<file path="src/rtl/mrw_pkg.sv">
`default_nettype none
// ----------------------------------------------------------------------------
// mrw_pkg
// Shared types and constants of the macroblock-to-raster writer.
// ----------------------------------------------------------------------------
package mrw_pkg;

  localparam int unsigned SAMPLE_W  = 8;
  localparam int unsigned CFG_W     = 8;
  localparam int unsigned ADDR_W    = 22;
  localparam int unsigned POS_W     = 9;
  // Effective size in macroblocks, up to 255.
  localparam int unsigned SIZE_W    = 9;
  // Sample line within a plane: up to 254 * 16 + 15.
  localparam int unsigned LINE_W    = 12;
  // Sample offset within a line: up to 254 * 16 + 15.
  localparam int unsigned COL_W     = 12;
  // Line stride in samples: up to 255 * 16.
  localparam int unsigned STRIDE_W  = 13;
  localparam int unsigned PROD_W    = LINE_W + STRIDE_W;

  localparam logic [POS_W-1:0] MB_LAST_POS = POS_W'(383);

  localparam int unsigned QUEUE_DEPTH = 4;
  localparam int unsigned QPTR_W      = 2;
  localparam int unsigned QCNT_W      = 3;

  typedef enum logic [1:0] {
    PLANE_Y = 2'd0,
    PLANE_U = 2'd1,
    PLANE_V = 2'd2
  } plane_e;

  typedef enum logic {
    REG_WIDTH  = 1'b0,
    REG_HEIGHT = 1'b1
  } reg_index_e;

  // One classified sample on its way to the address unit.
  typedef struct packed {
    plane_e                plane;
    logic [LINE_W-1:0]     line;
    logic [STRIDE_W-1:0]   stride;
    logic [COL_W-1:0]      col;
    logic [SAMPLE_W-1:0]   sample;
    logic                  frame_end;
  } cmd_t;

endpackage
`default_nettype wire

</file>
<file path="src/rtl/mrw_front.sv">
`default_nettype none
// ----------------------------------------------------------------------------
// mrw_front
// Position counters and per-sample classification into plane, line and column.
// ----------------------------------------------------------------------------
module mrw_front #(
  parameter int unsigned MAX_WIDTH_MBS  = 128,
  parameter int unsigned MAX_HEIGHT_MBS = 128
) (
  input  wire logic                          clk_i,
  input  wire logic                          rst_ni,
  input  wire logic                          accept_i,
  input  wire logic [mrw_pkg::SAMPLE_W-1:0]  sample_i,
  input  wire logic [mrw_pkg::CFG_W-1:0]     width_mbs_i,
  input  wire logic [mrw_pkg::CFG_W-1:0]     height_mbs_i,
  output mrw_pkg::cmd_t                      cmd_o
);
  import mrw_pkg::*;

  localparam int unsigned CW = (MAX_WIDTH_MBS > 1) ? $clog2(MAX_WIDTH_MBS) : 1;
  localparam int unsigned RW = (MAX_HEIGHT_MBS > 1) ? $clog2(MAX_HEIGHT_MBS) : 1;

  logic [POS_W-1:0]  pos_q, pos_d;
  logic [CW-1:0]     col_q, col_d;
  logic [RW-1:0]     row_q, row_d;
  logic [SIZE_W-1:0] w_eff, h_eff, w_raw, h_raw;
  logic              mb_done, row_done, frame_done;

  // Clamp the programmed dimensions: zero reads as one, oversize as the maximum.
  assign w_raw = SIZE_W'(width_mbs_i);
  assign h_raw = SIZE_W'(height_mbs_i);

  always_comb begin
    if (w_raw == '0) begin
      w_eff = SIZE_W'(1);
    end else if (w_raw > SIZE_W'(MAX_WIDTH_MBS)) begin
      w_eff = SIZE_W'(MAX_WIDTH_MBS);
    end else begin
      w_eff = w_raw;
    end
    if (h_raw == '0) begin
      h_eff = SIZE_W'(1);
    end else if (h_raw > SIZE_W'(MAX_HEIGHT_MBS)) begin
      h_eff = SIZE_W'(MAX_HEIGHT_MBS);
    end else begin
      h_eff = h_raw;
    end
  end

  assign mb_done    = (pos_q == MB_LAST_POS);
  assign row_done   = mb_done && ((SIZE_W'(col_q) + SIZE_W'(1)) >= w_eff);
  assign frame_done = row_done && ((SIZE_W'(row_q) + SIZE_W'(1)) >= h_eff);

  always_comb begin
    pos_d = pos_q;
    col_d = col_q;
    row_d = row_q;
    if (accept_i) begin
      if (mb_done) begin
        pos_d = '0;
        if (row_done) begin
          col_d = '0;
          row_d = frame_done ? '0 : row_q + RW'(1);
        end else begin
          col_d = col_q + CW'(1);
        end
      end else begin
        pos_d = pos_q + POS_W'(1);
      end
    end
  end

  always_ff @(posedge clk_i or negedge rst_ni) begin
    if (!rst_ni) begin
      pos_q <= '0;
      col_q <= '0;
      row_q <= '0;
    end else begin
      pos_q <= pos_d;
      col_q <= col_d;
      row_q <= row_d;
    end
  end

  // Luma occupies positions 0..255 as 16x16; U and V follow as 8x8 each.
  always_comb begin
    cmd_o.sample    = sample_i;
    cmd_o.frame_end = frame_done;
    if (!pos_q[8]) begin
      cmd_o.plane  = PLANE_Y;
      cmd_o.line   = (LINE_W'(row_q) << 4) | LINE_W'(pos_q[7:4]);
      cmd_o.col    = (COL_W'(col_q) << 4) | COL_W'(pos_q[3:0]);
      cmd_o.stride = STRIDE_W'(w_eff) << 4;
    end else begin
      cmd_o.plane  = pos_q[6] ? PLANE_V : PLANE_U;
      cmd_o.line   = (LINE_W'(row_q) << 3) | LINE_W'(pos_q[5:3]);
      cmd_o.col    = (COL_W'(col_q) << 3) | COL_W'(pos_q[2:0]);
      cmd_o.stride = STRIDE_W'(w_eff) << 3;
    end
  end

endmodule
`default_nettype wire

</file>
<file path="src/rtl/mrw_queue.sv">
`default_nettype none
// ----------------------------------------------------------------------------
// mrw_queue
// Short first-in first-out queue of classified samples between front and back.
// ----------------------------------------------------------------------------
module mrw_queue (
  input  wire logic   clk_i,
  input  wire logic   rst_ni,
  input  wire logic   push_i,
  input  wire mrw_pkg::cmd_t push_cmd_i,
  output logic        full_o,
  input  wire logic   pop_i,
  output logic        valid_o,
  output mrw_pkg::cmd_t pop_cmd_o
);
  import mrw_pkg::*;

  cmd_t              slots_q [QUEUE_DEPTH];
  logic [QPTR_W-1:0] wr_ptr_q, rd_ptr_q;
  logic [QCNT_W-1:0] count_q;
  logic              do_push, do_pop;

  assign full_o    = (count_q == QCNT_W'(QUEUE_DEPTH));
  assign valid_o   = (count_q != '0);
  assign pop_cmd_o = slots_q[rd_ptr_q];
  assign do_push   = push_i && !full_o;
  assign do_pop    = pop_i && valid_o;

  always_ff @(posedge clk_i) begin
    if (do_push) begin
      slots_q[wr_ptr_q] <= push_cmd_i;
    end
  end

  always_ff @(posedge clk_i or negedge rst_ni) begin
    if (!rst_ni) begin
      wr_ptr_q <= '0;
      rd_ptr_q <= '0;
      count_q  <= '0;
    end else begin
      if (do_push) begin
        wr_ptr_q <= wr_ptr_q + QPTR_W'(1);
      end
      if (do_pop) begin
        rd_ptr_q <= rd_ptr_q + QPTR_W'(1);
      end
      case ({do_push, do_pop})
        2'b10:   count_q <= count_q + QCNT_W'(1);
        2'b01:   count_q <= count_q - QCNT_W'(1);
        default: count_q <= count_q;
      endcase
    end
  end

endmodule
`default_nettype wire

</file>
<file path="src/rtl/mrw_back.sv">
`default_nettype none
// ----------------------------------------------------------------------------
// mrw_back
// Address unit: line times stride, plus column, then the output register.
// ----------------------------------------------------------------------------
module mrw_back (
  input  wire logic                          clk_i,
  input  wire logic                          rst_ni,
  input  wire logic                          cmd_valid_i,
  input  wire mrw_pkg::cmd_t                 cmd_i,
  output logic                               pop_o,
  output logic                               out_valid_o,
  input  wire logic                          out_stall_i,
  output logic [1:0]                         plane_o,
  output logic [mrw_pkg::ADDR_W-1:0]         write_address_o,
  output logic [mrw_pkg::SAMPLE_W-1:0]       sample_out_o,
  output logic                               frame_end_o
);
  import mrw_pkg::*;

  // Multiply stage.
  logic                s1_valid_q;
  logic [PROD_W-1:0]   s1_prod_q;
  logic [COL_W-1:0]    s1_col_q;
  plane_e              s1_plane_q;
  logic [SAMPLE_W-1:0] s1_sample_q;
  logic                s1_end_q;

  // Output word.
  logic                out_valid_q;
  logic [ADDR_W-1:0]   out_addr_q;
  plane_e              out_plane_q;
  logic [SAMPLE_W-1:0] out_sample_q;
  logic                out_end_q;

  logic                out_load, s1_load;
  logic [PROD_W-1:0]   addr_sum;

  assign out_load = s1_valid_q && (!out_valid_q || !out_stall_i);
  assign s1_load  = !s1_valid_q || out_load;
  assign pop_o    = cmd_valid_i && s1_load;
  assign addr_sum = s1_prod_q + PROD_W'(s1_col_q);

  always_ff @(posedge clk_i or negedge rst_ni) begin
    if (!rst_ni) begin
      s1_valid_q  <= 1'b0;
      out_valid_q <= 1'b0;
    end else begin
      if (s1_load) begin
        s1_valid_q <= cmd_valid_i;
      end
      if (out_load) begin
        out_valid_q <= 1'b1;
      end else if (!out_stall_i) begin
        out_valid_q <= 1'b0;
      end
    end
  end

  always_ff @(posedge clk_i) begin
    if (pop_o) begin
      s1_prod_q   <= PROD_W'(cmd_i.line) * PROD_W'(cmd_i.stride);
      s1_col_q    <= cmd_i.col;
      s1_plane_q  <= cmd_i.plane;
      s1_sample_q <= cmd_i.sample;
      s1_end_q    <= cmd_i.frame_end;
    end
    if (out_load) begin
      // Keep the low address bits only.
      out_addr_q   <= addr_sum[ADDR_W-1:0];
      out_plane_q  <= s1_plane_q;
      out_sample_q <= s1_sample_q;
      out_end_q    <= s1_end_q;
    end
  end

  assign out_valid_o     = out_valid_q;
  assign plane_o         = 2'(out_plane_q);
  assign write_address_o = out_addr_q;
  assign sample_out_o    = out_sample_q;
  assign frame_end_o     = out_end_q;

endmodule
`default_nettype wire

</file>
<file path="src/rtl/macroblock_to_raster_writer.sv">
`default_nettype none
// ----------------------------------------------------------------------------
// macroblock_to_raster_writer
// Turns a 4:2:0 macroblock-ordered sample stream into raster plane writes.
// ----------------------------------------------------------------------------
// Usage:
//   Input channel (in_valid_i / in_stall_o / sample_in_i) takes one sample
//   word per cycle while in_stall_o is low: 256 luma, then 64 U, then 64 V
//   per macroblock, macroblocks left to right and top to bottom.
//   Output channel (out_valid_o / out_stall_i) gives one write word per sample:
//   plane, raster address within that plane, the sample, and frame_end on the
//   last sample of the frame.
//   Configuration channel (cfg_valid_i / cfg_ready_o) writes frame width
//   (index 0) and height (index 1) in macroblocks; always ready. Write it only
//   while no words are in flight. Zero reads as one, oversize as the maximum.
//   From input acceptance to output valid a word passes the queue slot
//   (written at acceptance), then the multiply register, then the output register.
//   Throughput: one word per cycle while out_stall_i is low, set by the single
//   line-times-stride multiplier per word.
//   Reset clears the position to the top-left of macroblock zero, empties the
//   queue and sets both dimensions to one macroblock.
//   When the receiver stalls, the output word holds; the 4-entry queue keeps
//   taking input until full, then in_stall_o rises.
// ----------------------------------------------------------------------------
module macroblock_to_raster_writer #(
  parameter int unsigned MAX_WIDTH_MBS  = 128,
  parameter int unsigned MAX_HEIGHT_MBS = 128
) (
  input  wire logic                          clk_i,
  input  wire logic                          rst_ni,
  // Sample input
  input  wire logic                          in_valid_i,
  output logic                               in_stall_o,
  input  wire logic [mrw_pkg::SAMPLE_W-1:0]  sample_in_i,
  // Write output
  output logic                               out_valid_o,
  input  wire logic                          out_stall_i,
  output logic [1:0]                         plane_o,
  output logic [mrw_pkg::ADDR_W-1:0]         write_address_o,
  output logic [mrw_pkg::SAMPLE_W-1:0]       sample_out_o,
  output logic                               frame_end_o,
  // Configuration
  input  wire logic                          cfg_valid_i,
  output logic                               cfg_ready_o,
  input  wire logic                          cfg_index_i,
  input  wire logic [mrw_pkg::CFG_W-1:0]     cfg_data_i
);
  import mrw_pkg::*;

  logic [CFG_W-1:0] width_mbs_q, height_mbs_q;
  logic             in_accept, queue_full, queue_valid, queue_pop;
  cmd_t             front_cmd, queue_cmd;

  // Configuration registers; the port never pushes back.
  assign cfg_ready_o = 1'b1;

  always_ff @(posedge clk_i or negedge rst_ni) begin
    if (!rst_ni) begin
      width_mbs_q  <= CFG_W'(1);
      height_mbs_q <= CFG_W'(1);
    end else if (cfg_valid_i) begin
      case (reg_index_e'(cfg_index_i))
        REG_WIDTH:  width_mbs_q  <= cfg_data_i;
        REG_HEIGHT: height_mbs_q <= cfg_data_i;
        default:    width_mbs_q  <= width_mbs_q;
      endcase
    end
  end

  // Hold input while the queue is full.
  assign in_stall_o = queue_full;
  assign in_accept  = in_valid_i && !queue_full;

  mrw_front #(
    .MAX_WIDTH_MBS  (MAX_WIDTH_MBS),
    .MAX_HEIGHT_MBS (MAX_HEIGHT_MBS)
  ) u_front (
    .clk_i        (clk_i),
    .rst_ni       (rst_ni),
    .accept_i     (in_accept),
    .sample_i     (sample_in_i),
    .width_mbs_i  (width_mbs_q),
    .height_mbs_i (height_mbs_q),
    .cmd_o        (front_cmd)
  );

  mrw_queue u_queue (
    .clk_i      (clk_i),
    .rst_ni     (rst_ni),
    .push_i     (in_accept),
    .push_cmd_i (front_cmd),
    .full_o     (queue_full),
    .pop_i      (queue_pop),
    .valid_o    (queue_valid),
    .pop_cmd_o  (queue_cmd)
  );

  mrw_back u_back (
    .clk_i           (clk_i),
    .rst_ni          (rst_ni),
    .cmd_valid_i     (queue_valid),
    .cmd_i           (queue_cmd),
    .pop_o           (queue_pop),
    .out_valid_o     (out_valid_o),
    .out_stall_i     (out_stall_i),
    .plane_o         (plane_o),
    .write_address_o (write_address_o),
    .sample_out_o    (sample_out_o),
    .frame_end_o     (frame_end_o)
  );

endmodule
`default_nettype wire
</file>
<file path="config.mk">
export PLATFORM = sky130hd
export DESIGN_NAME = macroblock_to_raster_writer
export DESIGN_NICKNAME = d
export VERILOG_FILES = /design/src/rtl/mrw_pkg.sv /design/src/rtl/mrw_front.sv /design/src/rtl/mrw_queue.sv /design/src/rtl/mrw_back.sv /design/src/rtl/macroblock_to_raster_writer.sv
export SDC_FILE = /design/constraint.sdc
export NUM_CORES = 1
export LEC_CHECK = 0
export ABC_AREA = 1
export BUFFER_PORTS_ARGS = -buffer_cell sky130_fd_sc_hd__buf_2
export CAP_MARGIN = 15
export CORE_MARGIN = 2
export CORE_UTILIZATION = 53
export CTS_BUF_LIST = sky130_fd_sc_hd__clkbuf_8
export DETAILED_ROUTE_END_ITERATION = 10
export MAX_ROUTING_LAYER = met4
export PLACE_DENSITY = 0.73
export SETUP_SLACK_MARGIN = 0.05
export SKIP_LAST_GASP = 1
export SLEW_MARGIN = 20
export SYNTH_ARGS = -nofsm -noshare
export SYNTH_HDL_FRONTEND = slang
export SYNTH_SLANG_ARGS = --single-unit
</file>
<file path="constraint.sdc">
create_clock -name clk_i -period 5.4 [get_ports clk_i]
set_clock_uncertainty 0.1 [all_clocks]
set_input_delay 0.27 -clock clk_i [delete_from_list [all_inputs] [get_ports clk_i]]
set_output_delay 0.27 -clock clk_i [all_outputs]
set_load 0.02 [all_outputs]
</file>
==> reports/qor.yml, run 1 <==
grt:
  met1_usage_pct: 28.3
  met3_usage_pct: 2.76
  grt_max_degree: 52
  grt_pass1_vias: 11100
  global_route.usage.met2_pct: 37.5
  groute.usage.overall_pct: 22.2
  antenna_found_initial: 0
  grt_pass1_wl_microns: 54000
  top_usage_layer: "met2"
  gr-total-overflow: 0
synthesis:
  synth-seq-cells: 290
  syn_area_sq_mm: 0.0159
  ys_seq_area_share_pct: 53.2
  synth_top_area_share_pct: 45.6
  ys.flop_type: "edfxtp_1"
  ys_async_sr_fraction_pct: 16.6
  synth.area.top_cells: "edfxtp_1 46%, fa_1 8.0%, nand2_1 7.6%"
  synth_warnings: 0
  syn_area_per_cell_sq_um: 10.5
  synth_cell_types: 43
  synthCells: 1523
  synth_nets: 1698
  synth_edf_count: 242
  yosys.area.top_type: "edfxtp_1"
floorplanning:
  die-area_sq_mm: 0.0314
  die_w_microns: 177
  core_area_sq_mm: 0.0296
  fp.dieH_microns: 177
  rows: 63
  io_pins: 58
  initial_core_util_pct: 53.7
sta:
  max_freq_mhz: 190
  final.setup.tns_ns: 0
  drv_slew: 0
  worst_slew_pin_slew_ns: 1.02
  finalSetupViolations: 0
  post-route-min-period_ns: 5.27
  setup_ws_ns: 0.126
  hold_viol: 0
  slew_headroom_pct: 32.1
  fin_crit_sh_pct: 97.7
  rsz0062_at_grt: "yes"
worst_hold_path:
  hold_class: "in2reg"
critical_path:
  critPathSlowestCell: "fa_1"
  worst-setup-path-type: "reg2reg"
  cp_slowest_stage_delay_ns: 0.53
  startpoint_type: "flop"
  endpoint_kind: "flop"
  critPathRequiredTime_ns: 5.59
  crit_arrival_ns: 5.47
  crit_chain: "clkinv_4 > clkbuf_16 > nand2_2 > a32oi_4 > buf_4 > buf_6 > nand2_1 > fa_1 > fa_1 > inv_1 > fa_1 > inv_1 > fa_1 > inv_1 > ha_1 > ha_4 > nand2_1 > nor4_4 > nand2_1 > nand3_1 > nand2_1"
  crit_path_max_fanout: 5
place:
  hpwl_microns: 22800
  placed_cell_area_sq_mm: 0.0169
  placedCellCount: 1973
  finalWeightedCongestion: 0.894
  io_buffers: 56
  place_worst_setup_slack_ns: -0.0151
clock_network:
  clk_latency_ns: 0.57
  path_clk_slew_ns: 0.06
  cts_made_buffers: 45
  tritoncts: "done"
  clock-sinks: 290
  clockRootBuffer: "clkbuf_8"
  clockBufferDepth: 3
  htree_levels: 2
layout:
  final_cell_mix: "310 x nand2_1, 242 x edfxtp_1, 229 x inv_1"
  final_cells: 2091
  regArea_sq_mm: 0.00847
  nFillCells: 2392
  final_common_cell: "nand2_1"
  drive_above_1_share_pct: 16.0
  diodes: 0
  final_cell_area_sq_mm: 0.0184
  multi_input_comb_area_sq_mm: 0.00664
  nets: 1840
  area_growth_pct: 15.3
run_status:
  status: "finished clean"
detailed_routing:
  vias: 11100
  first_pass_iters: 5
  drt-total-wl_microns: 33400
  drcViolationCount: 0
  wl_per_cell_microns: 16.0
  drtIter0Drc: 867
  vias_per_cell: 5.29
  ant_nets: 0
run:
  maxCapViolCount: 0
synthesized netlist by cell type (all sizes together) (9+ instances only):
cell,count
nor2,164
fa,64
a21oi,48
a32oi,17
nand2,326
ha,89
dfrtp,46
o21ai,106
nand4,9
nand3,47
clkbuf,15
xor2,27
edfxtp,242
buf,26
o22ai,25
inv,231
path summary, 6_finish.rpt:
path                                           to             startpoint  depth (start not counted)  slack, ns
min                               height_mbs_q[0]            cfg_valid_i                          4       0.16
max                          u_back.s1_prod_q[20]    u_queue.rd_ptr_q[0]                         21       0.13
max in group asynchronous     u_queue.rd_ptr_q[0]                 rst_ni                          3       4.50
min reg2reg                u_back.sample_out_o[7]  u_back.s1_sample_q[7]                          0       0.32
max reg2reg                  u_back.s1_prod_q[20]    u_queue.rd_ptr_q[0]                         21       0.13
min in group asynchronous      u_queue.count_q[0]                 rst_ni                          3       0.24
cell type report:
type / count / share of cell area [%]
flip-flops and latches: 290 / 46.2
multi-input cells: 959 / 36.2
repair buffers: 136 / 5.88
inverters: 233 / 4.83
clock buffers: 46 / 3.45
well taps: 390 / 2.66
clock inverters: 37 / 0.866
what timing repair did:
| item | CTS | global route |
|---|---|---|
| setup endpoints to repair | 7 | 11 |
| pin swaps | 3 | 34 |
| hold buffers | 18 | 0 |
| endpoints found under the hold margin | 96 | 0 |
| resized for setup | 11 | 66 |
| buffers inserted | 3 | 9 |
| cloned | 1 | 4 |
state kept, by name, summed over array words and instances (netlist names), 2 cells and up:
signal                  cells
u_queue.slots_q           168
u_back.write_address_o     22
u_back.s1_prod_q           19
u_back.s1_col_q            11
u_front.pos_q               9
height_mbs_q                8
u_back.s1_sample_q          8
u_back.sample_out_o         8
width_mbs_q                 8
u_front.col_q               7
u_front.row_q               7
u_queue.count_q             3
u_back.plane_o              2
u_back.s1_plane_q           2
u_queue.rd_ptr_q            2
u_queue.wr_ptr_q            2
kinds of logic after synthesis:
| kind of cell | Yosys count | synth area share, % |
|---|---|---|
| simple gates | 565 | 14.4 |
| flops | 290 | 53.2 |
| buf+inv | 274 | 7.03 |
| compound gates | 205 | 8.39 |
| fa+ha+maj | 153 | 15.0 |
| xor+xnor | 35 | 1.93 |
| other cells | 1 | 0.0236 |
through the flow:
stage	hold WS [ns]	util, %
3_5_place_dp	0.305	56.9
4_1_cts	0.121	60.6
5_1_grt	0.236	61.9
6_report	0.159	61.9
2_1_floorplan	-0.126	-
3_3_place_gp	0.305	56.9
per-layer routing:
metal	up-vias	wire (microns)
met5	-	0
met4	0	816
met3	65	1750
met2	301	16900
met1	5365	13900
li1	5328	-
critical path: cells and delay by family, from the launching register on:
kind | cells | cell delay [ns]
buf+inv | 7 | 0.73
compound gates | 1 | 0.28
fa+ha+maj | 6 | 2.65
simple gates | 7 | 0.75
flops | 1 | 0.46
Power of run 1 is not shown: default switching activity piles up to over one toggle a cycle in this logic, so the estimate is an artifact.
==> run 2: changes to the inputs <==
--- a/config.mk
+++ b/config.mk
@@ -5,7 +5,6 @@
 export SDC_FILE = /design/constraint.sdc
 export NUM_CORES = 1
 export LEC_CHECK = 0
-export ABC_AREA = 1
 export BUFFER_PORTS_ARGS = -buffer_cell sky130_fd_sc_hd__buf_2
 export CAP_MARGIN = 15
 export CORE_MARGIN = 2
==> run 2 against run 1 <==
The flow now finishes with violations (setup timing). Area after synthesis shrank 4.1%. Register-to-register slack lost 0.15 ns. Non-clock buffer count increased by 14. First-iteration DRC count down 52%. Critical path type unchanged. Setup slack got worse by 0.15 ns.
==> reports/qor.yml, run 2 <==
clock_network:
  clockRootBuffer: "clkbuf_8"  # unchanged
  path_clk_slew_ns: 0.06  # about the same
  clockBufferDepth: 3  # unchanged
  cts_made_buffers: 46  # was 45
  clk_latency_ns: 0.55  # was 0.57 ns
  clock-sinks: 290  # unchanged
  htree_levels: 2  # unchanged
  tritoncts: "done"  # unchanged
layout:
  drive_above_1_share_pct: 24.3  # was 16.0%
  diodes: 0  # unchanged
  nFillCells: 2160  # was 2392
  final_common_cell: "edfxtp_1"  # was nand2_1
  nets: 1442  # was 1840
  area_growth_pct: 16.8  # was 15.3%
  largest_reg_flops: 168  # unchanged
  top_register: "u_queue.slots_q"  # unchanged
  final_cell_mix: "242 x edfxtp_1, 129 x inv_1, 104 x nand2_1"  # was 310 x nand2_1, 242 x edfxtp_1, 229 x inv_1
floorplanning:
  rows: 62  # was 63
  initial_core_util_pct: 53.5  # was 53.7%
  fp.dieH_microns: 174  # was 177 microns
  core_area_sq_mm: 0.0285  # was 0.0296 sq mm
  die_w_microns: 174  # was 177 microns
  io_pins: 58  # unchanged
  die-area_sq_mm: 0.0302  # was 0.0314 sq mm
grt:
  grt_pass1_vias: 9315  # was 11100
  gr-total-overflow: 0  # unchanged
  antenna_found_initial: 0  # unchanged
  grt_max_degree: 49  # was 52
  groute.usage.overall_pct: 19.6  # was 22.2%
  grt_pass1_wl_microns: 46000  # was 54000 microns
sta:
  slew_headroom_pct: 51.7  # was 32.1%
  rsz0062_at_grt: "yes"  # unchanged
  hold_viol: 0  # unchanged
  drv_slew: 0  # unchanged
  worst_slew_pin_slew_ns: 0.723  # was 1.02 ns
  post-route-min-period_ns: 5.43  # was 5.27 ns
  setup_ws_ns: -0.0257  # was 0.126 ns
  max_freq_mhz: 184  # was 190 MHz
  fin_crit_sh_pct: 100  # was 97.7%
  finalSetupViolations: 1  # was 0
critical_path:
  endpoint_kind: "flop"  # unchanged
  startpoint_type: "flop"  # unchanged
  crit_path_max_fanout: 7  # was 5
  crit_arrival_ns: 5.61  # was 5.47 ns
  critPathRequiredTime_ns: 5.58  # was 5.59 ns
  worst-setup-path-type: "reg2reg"  # unchanged
synthesis:
  synth_top_area_share_pct: 47.6  # was 45.6%
  synth_warnings: 0  # unchanged
  synth_edf_count: 242  # unchanged
  synth_nets: 1280  # was 1698
  synth_top_family_by_area: "adder cells"  # unchanged
  synthMuxAreaShare_pct: 8.78  # was 0%
  synthCells: 1105  # was 1523
  syn_area_per_cell_sq_um: 13.8  # was 10.5 sq um
  ys_seq_area_share_pct: 55.5  # was 53.2%
  ys_async_sr_fraction_pct: 16.6  # unchanged
  syn_area_sq_mm: 0.0153  # was 0.0159 sq mm
  synth-seq-cells: 290  # unchanged
  synth_adder_area_share_pct: 15.7  # was 15.0%
  synth_compound_area_share_pct: 4.82  # was 8.39%
  yosys-top-cells-count: "242 x edfxtp_1, 123 x inv_1, 107 x nand2_1"  # was 322 x nand2_1, 242 x edfxtp_1, 215 x inv_1
  synth-xor-area-share_pct: 2.75  # was 1.93%
  synth_most_common_cell: "edfxtp_1"  # was nand2_1
  synth_cell_types: 58  # was 43
  synthSimpleGateAreaFrac_pct: 8.40  # was 14.4%
  ys.flop_type: "edfxtp_1"  # unchanged
  synth.area.top_cells: "edfxtp_1 48%, fa_1 8.4%, dfrtp_1 7.5%"  # was edfxtp_1 46%, fa_1 8.0%, nand2_1 7.6%
  yosys.area.top_type: "edfxtp_1"  # unchanged
run:
  maxCapViolCount: 0  # unchanged
detailed_routing:
  drcViolationCount: 0  # unchanged
  first_pass_iters: 5  # unchanged
  vias_per_cell: 5.35  # was 5.29
  wl_per_cell_microns: 16.6  # was 16.0 microns
  drt-total-wl_microns: 28100  # was 33400 microns
  ant_nets: 0  # unchanged
  vias: 9024  # was 11100
  drtIter0Drc: 417  # was 867
run_status:
  status: "finished with violations"  # was finished clean
  violations: "setup timing"
worst_hold_path:
  hold_class: "in2reg"  # unchanged
place:
  io_buffers: 56  # unchanged
  finalWeightedCongestion: 0.866  # was 0.894
  hpwl_microns: 19200  # was 22800 microns
  place_worst_setup_slack_ns: -0.194  # was -0.0151 ns
## run 2: cell types whose count changed in the layout (fill, tap and decap cells not counted), sizes merged, moves of 23 or more
| cell | previous run | this run |
|---|---|---|
| xnor2 | 8 | 33 |
| o21ai | 106 | 40 |
| o22ai | 25 | 2 |
| mux4 | 0 | 42 |
| inv | 250 | 133 |
| a21oi | 48 | 23 |
| nand3 | 47 | 21 |
| mux2 | 0 | 28 |
| nor2 | 164 | 27 |
| nand2 | 326 | 107 |
| and2 | 0 | 58 |
## run 2: final timing paths
kind	end	slack, ns	startpoint	cells past startpoint
setup / recovery	u_back.s1_prod_q[21]	-0.03	u_queue.rd_ptr_q[0]	18
hold / removal	width_mbs_q[0]	0.05	cfg_index_i	4
setup reg to reg	u_back.s1_prod_q[21]	-0.03	u_queue.rd_ptr_q[0]	18
hold reg to reg	u_back.sample_out_o[4]	0.32	u_back.s1_sample_q[4]	0
max in group asynchronous	u_queue.rd_ptr_q[1]	4.46	rst_ni	3
min in group asynchronous	height_mbs_q[5]	0.25	rst_ni	3
## run 2: through the flow
step                cell area, sq um  util, %  hold slack, ns  cells  setup TNS [ns]
global route                   17800     62.5          0.0921   1688           -1.04
detailed placement             16400     57.6           0.305   1573          -0.596
CTS                            17600     61.8          0.0202   1683          -0.253
finish                         17800     62.5          0.0469   1688         -0.0257
global placement               16400     57.6           0.302   1573         -0.0853
floorplan                      15400        -          -0.126   1105        -0.00853
## run 2: cell families (layout without fill, tap and decap cells)
group	count (synthesis)	after routing
and+or+nand+nor	260	260
adders and majority gates	153	153
xor gates and xnor gates	48	48
muxes	78	78
DFF	290	290
AOI/OAI and AO/OA	115	115
other	1	1
buffers and inverters	160	359
## run 2: critical path, stage by stage (launching register included)
cell,delay [ns]
dfrtp_2,0.44
clkbuf_16,0.18
mux4_2,0.58
and2_4,0.20
fa_2,0.38
fa_1,0.50
inv_2,0.04
fa_1,0.48
inv_1,0.05
fa_1,0.48
inv_1,0.05
fa_2,0.52
inv_2,0.05
ha_4,0.16
a21o_1,0.18
a31o_4,0.22
o31ai_4,0.27
a32oi_1,0.14
xnor2_1,0.14
## run 2: per-layer routing
metal  track usage [%]  vias up  wire length [microns]
li1                  -     4267                      -
met3              2.96       42                   1120
met1              25.6     4513                  12400
met5                 -        -                      0
met4              5.18        0                    535
met2              32.4      202                  14000
## run 2: final cells by class
class	count	area (sq um)	share of cell area [%]
Tap cell	384	480	2.69
Clock buffer	50	688	3.86
Sequential cell	290	8480	47.5
Clock inverter	35	239	1.34
Timing Repair Buffer	150	1090	6.10
Multi-Input combinational cell	655	6410	35.9
Inverter	124	465	2.61
## run 2: what timing repair did
action                     CTS  global route
setup endpoints to repair    8             8
buffers inserted             7             3
hold buffers                18             0
pin swaps                    4            20
resized for setup            9            28
hold endpoints to repair    96             0
gates cloned                 0             1
Power of run 2 is left out for the same reason.
==> run 3: changes to the inputs <==
--- a/config.mk
+++ b/config.mk
@@ -13,7 +13,7 @@
 export DETAILED_ROUTE_END_ITERATION = 10
 export MAX_ROUTING_LAYER = met4
 export PLACE_DENSITY = 0.73
-export SETUP_SLACK_MARGIN = 0.05
+export SETUP_SLACK_MARGIN = 0.5
 export SKIP_LAST_GASP = 1
 export SLEW_MARGIN = 20
 export SYNTH_ARGS = -nofsm -noshare
==> run 3 against run 2 <==
The run still ends with setup timing left. Global-route usage fell by 0.54 points. Via count is 0.14% lower. First-iteration DRC count up 20%. Cell count down 0.24%. Design area decreased by 0.42%. Worst hold slack better by 0.0086 ns. Register-to-register slack got worse by 0.10 ns. Wire length shrank 1.7%. Largest cell class unchanged. Highest routed layer unchanged.
==> reports/qor.yml, run 3 (synthesized netlist as in run 2, its figures left out) <==
critical_path:
  reg2reg_depth: 18  # unchanged
  r2r-start: "u_queue.rd_ptr_q[0]"  # unchanged
  worst-setup-path-type: "reg2reg"  # unchanged
  r2r_end: "u_back.s1_prod_q[21]"  # unchanged
  endpoint_kind: "flop"  # unchanged
  crit_arrival_ns: 5.72  # was 5.61 ns
  reg2reg_slack_ns: -0.13  # was -0.03 ns
  startpoint_type: "flop"  # unchanged
  crit_path_max_fanout: 7  # unchanged
  critPathRequiredTime_ns: 5.59  # was 5.58 ns
clock_network:
  path_clk_slew_ns: 0.06  # about the same
  tritoncts: "done"  # unchanged
  clockRootBuffer: "clkbuf_8"  # unchanged
  clock-sinks: 290  # unchanged
  cts_made_buffers: 47  # was 46
  clockBufferDepth: 3  # unchanged
  htree_levels: 2  # unchanged
  clk_latency_ns: 0.55  # about the same
sta:
  max_freq_mhz: 181  # was 184 MHz
  post-route-min-period_ns: 5.53  # was 5.43 ns
  finalSetupViolations: 6  # was 1
  worst_slew_pin_slew_ns: 0.726  # was 0.723 ns
  rsz0062_at_grt: "yes"  # unchanged
  fin_crit_sh_pct: 102  # was 100%
  slew_headroom_pct: 51.1  # was 51.7%
  setup_ws_ns: -0.125  # was -0.0257 ns
  whs_ns: 0.0556  # was 0.0469 ns
  final.setup.tns_ns: -0.515  # was -0.0257 ns
  drv_slew: 0  # unchanged
  hold_viol: 0  # unchanged
layout:
  largest_reg_flops: 168  # unchanged
  final_cell_mix: "242 x edfxtp_1, 131 x inv_1, 102 x nand2_1"  # was 242 x edfxtp_1, 129 x inv_1, 104 x nand2_1
  regArea_sq_mm: 0.00847  # was 0.00848 sq mm
  multi_input_comb_area_sq_mm: 0.00642  # was 0.00641 sq mm
  diodes: 0  # unchanged
  nFillCells: 2159  # was 2160
  final_common_cell: "edfxtp_1"  # unchanged
  area_growth_pct: 16.4  # was 16.8%
  drive_above_1_share_pct: 23.9  # was 24.3%
  final_cell_area_sq_mm: 0.0178  # about the same
  top_register: "u_queue.slots_q"  # unchanged
  nets: 1438  # was 1442
worst_hold_path:
  whs_path_depth: 4  # unchanged
  hold_class: "in2reg"  # unchanged
  min-delay-start: "cfg_index_i"  # unchanged
  min_to: "width_mbs_q[0]"  # unchanged
grt:
  antenna_found_initial: 0  # unchanged
  gr-total-overflow: 0  # unchanged
  grt_max_degree: 49  # unchanged
  grt_pass1_wl_microns: 45300  # was 46000 microns
  groute.usage.overall_pct: 19.0  # was 19.6%
  grt_pass1_vias: 9374  # was 9315
detailed_routing:
  ant_nets: 0  # unchanged
  drtIter0Drc: 502  # was 417
  vias: 9011  # was 9024
  wl_per_cell_microns: 16.4  # was 16.6 microns
  first_pass_iters: 4  # was 5
  vias_per_cell: 5.35  # about the same
  drcViolationCount: 0  # unchanged
  drt-total-wl_microns: 27600  # was 28100 microns
place:
  hpwl_microns: 19100  # was 19200 microns
  io_buffers: 56  # unchanged
  finalWeightedCongestion: 0.867  # was 0.866
  placed_cell_area_sq_mm: 0.0164  # about the same
floorplanning:
  io_pins: 58  # unchanged
  rows: 62  # unchanged
  core_area_sq_mm: 0.0285  # unchanged
  die_w_microns: 174  # unchanged
  die-area_sq_mm: 0.0302  # unchanged
  initial_core_util_pct: 53.5  # unchanged
  fp.dieH_microns: 174  # unchanged
run_status:
  status: "finished with violations"  # unchanged
  violations: "setup timing"  # unchanged
run:
  maxCapViolCount: 0  # unchanged
[run 3: how the worst max path moves through the flow]
| stage | cells after the start | end | start |
|---|---|---|---|
| after detailed placement | 19 | u_back.s1_prod_q[21] | u_queue.rd_ptr_q[0] |
| after CTS | 18 | u_back.s1_prod_q[21] | u_queue.rd_ptr_q[0] |
| final | 18 | u_back.s1_prod_q[21] | u_queue.rd_ptr_q[0] |
| after global routing | 18 | u_back.s1_prod_q[21] | u_queue.rd_ptr_q[0] |
| after floorplan | 20 | u_back.s1_prod_q[21] | u_queue.rd_ptr_q[0] |
| after global placement | 18 | u_back.s1_prod_q[21] | u_queue.rd_ptr_q[0] |
[run 3: cell type report]
type / count / area share [%]
Tap cell: 384 / 2.70
Timing Repair Buffer: 145 / 6.00
Sequential cell: 290 / 47.7
Clock buffer: 47 / 3.64
Clock inverter: 39 / 1.25
Multi-Input combinational cell: 655 / 36.1
Inverter: 124 / 2.62
[run 3: metal layers]
metal / share of wire [%] / wire [microns] / track usage, %
met1: 43 / 12000 / 24.1
met5: 0 / 0 / -
met3: 4.4 / 1210 / 2.96
met2: 50 / 13900 / 32.0
met4: 2.1 / 577 / 5.64
[run 3: what timing repair did]
action / in CTS / in global routing
pin swaps: 3 / 24
hold endpoints to repair: 96 / 0
resized for setup: 12 / 25
cloned: 0 / 1
endpoints found under the setup margin: 11 / 11
setup buffers: 5 / 8
hold buffers: 18 / 0
[run 3: critical path: stages, from the launching register on]
cell	delay, ns
dfrtp_2	0.50
clkbuf_16	0.20
mux4_2	0.57
nand2_2	0.11
fa_1	0.44
fa_1	0.49
inv_1	0.05
fa_1	0.49
fa_1	0.51
inv_1	0.05
fa_1	0.47
inv_1	0.06
ha_4	0.27
buf_4	0.12
nand4_1	0.09
a211oi_2	0.34
o31ai_4	0.09
a32oi_1	0.21
xnor2_1	0.10
[run 3: metrics by stage]
step / instances / utilization [%] / setup WS, ns
5_1_grt: 1684 / 62.3 / -0.347
4_1_cts: 1675 / 61.6 / -0.0886
2_1_floorplan: 1105 / - / -0.00852
3_5_place_dp: 1566 / 57.6 / -0.121
6_report: 1684 / 62.3 / -0.125
3_3_place_gp: 1566 / 57.6 / -0.0296
Power of run 3 is left out for the same reason.
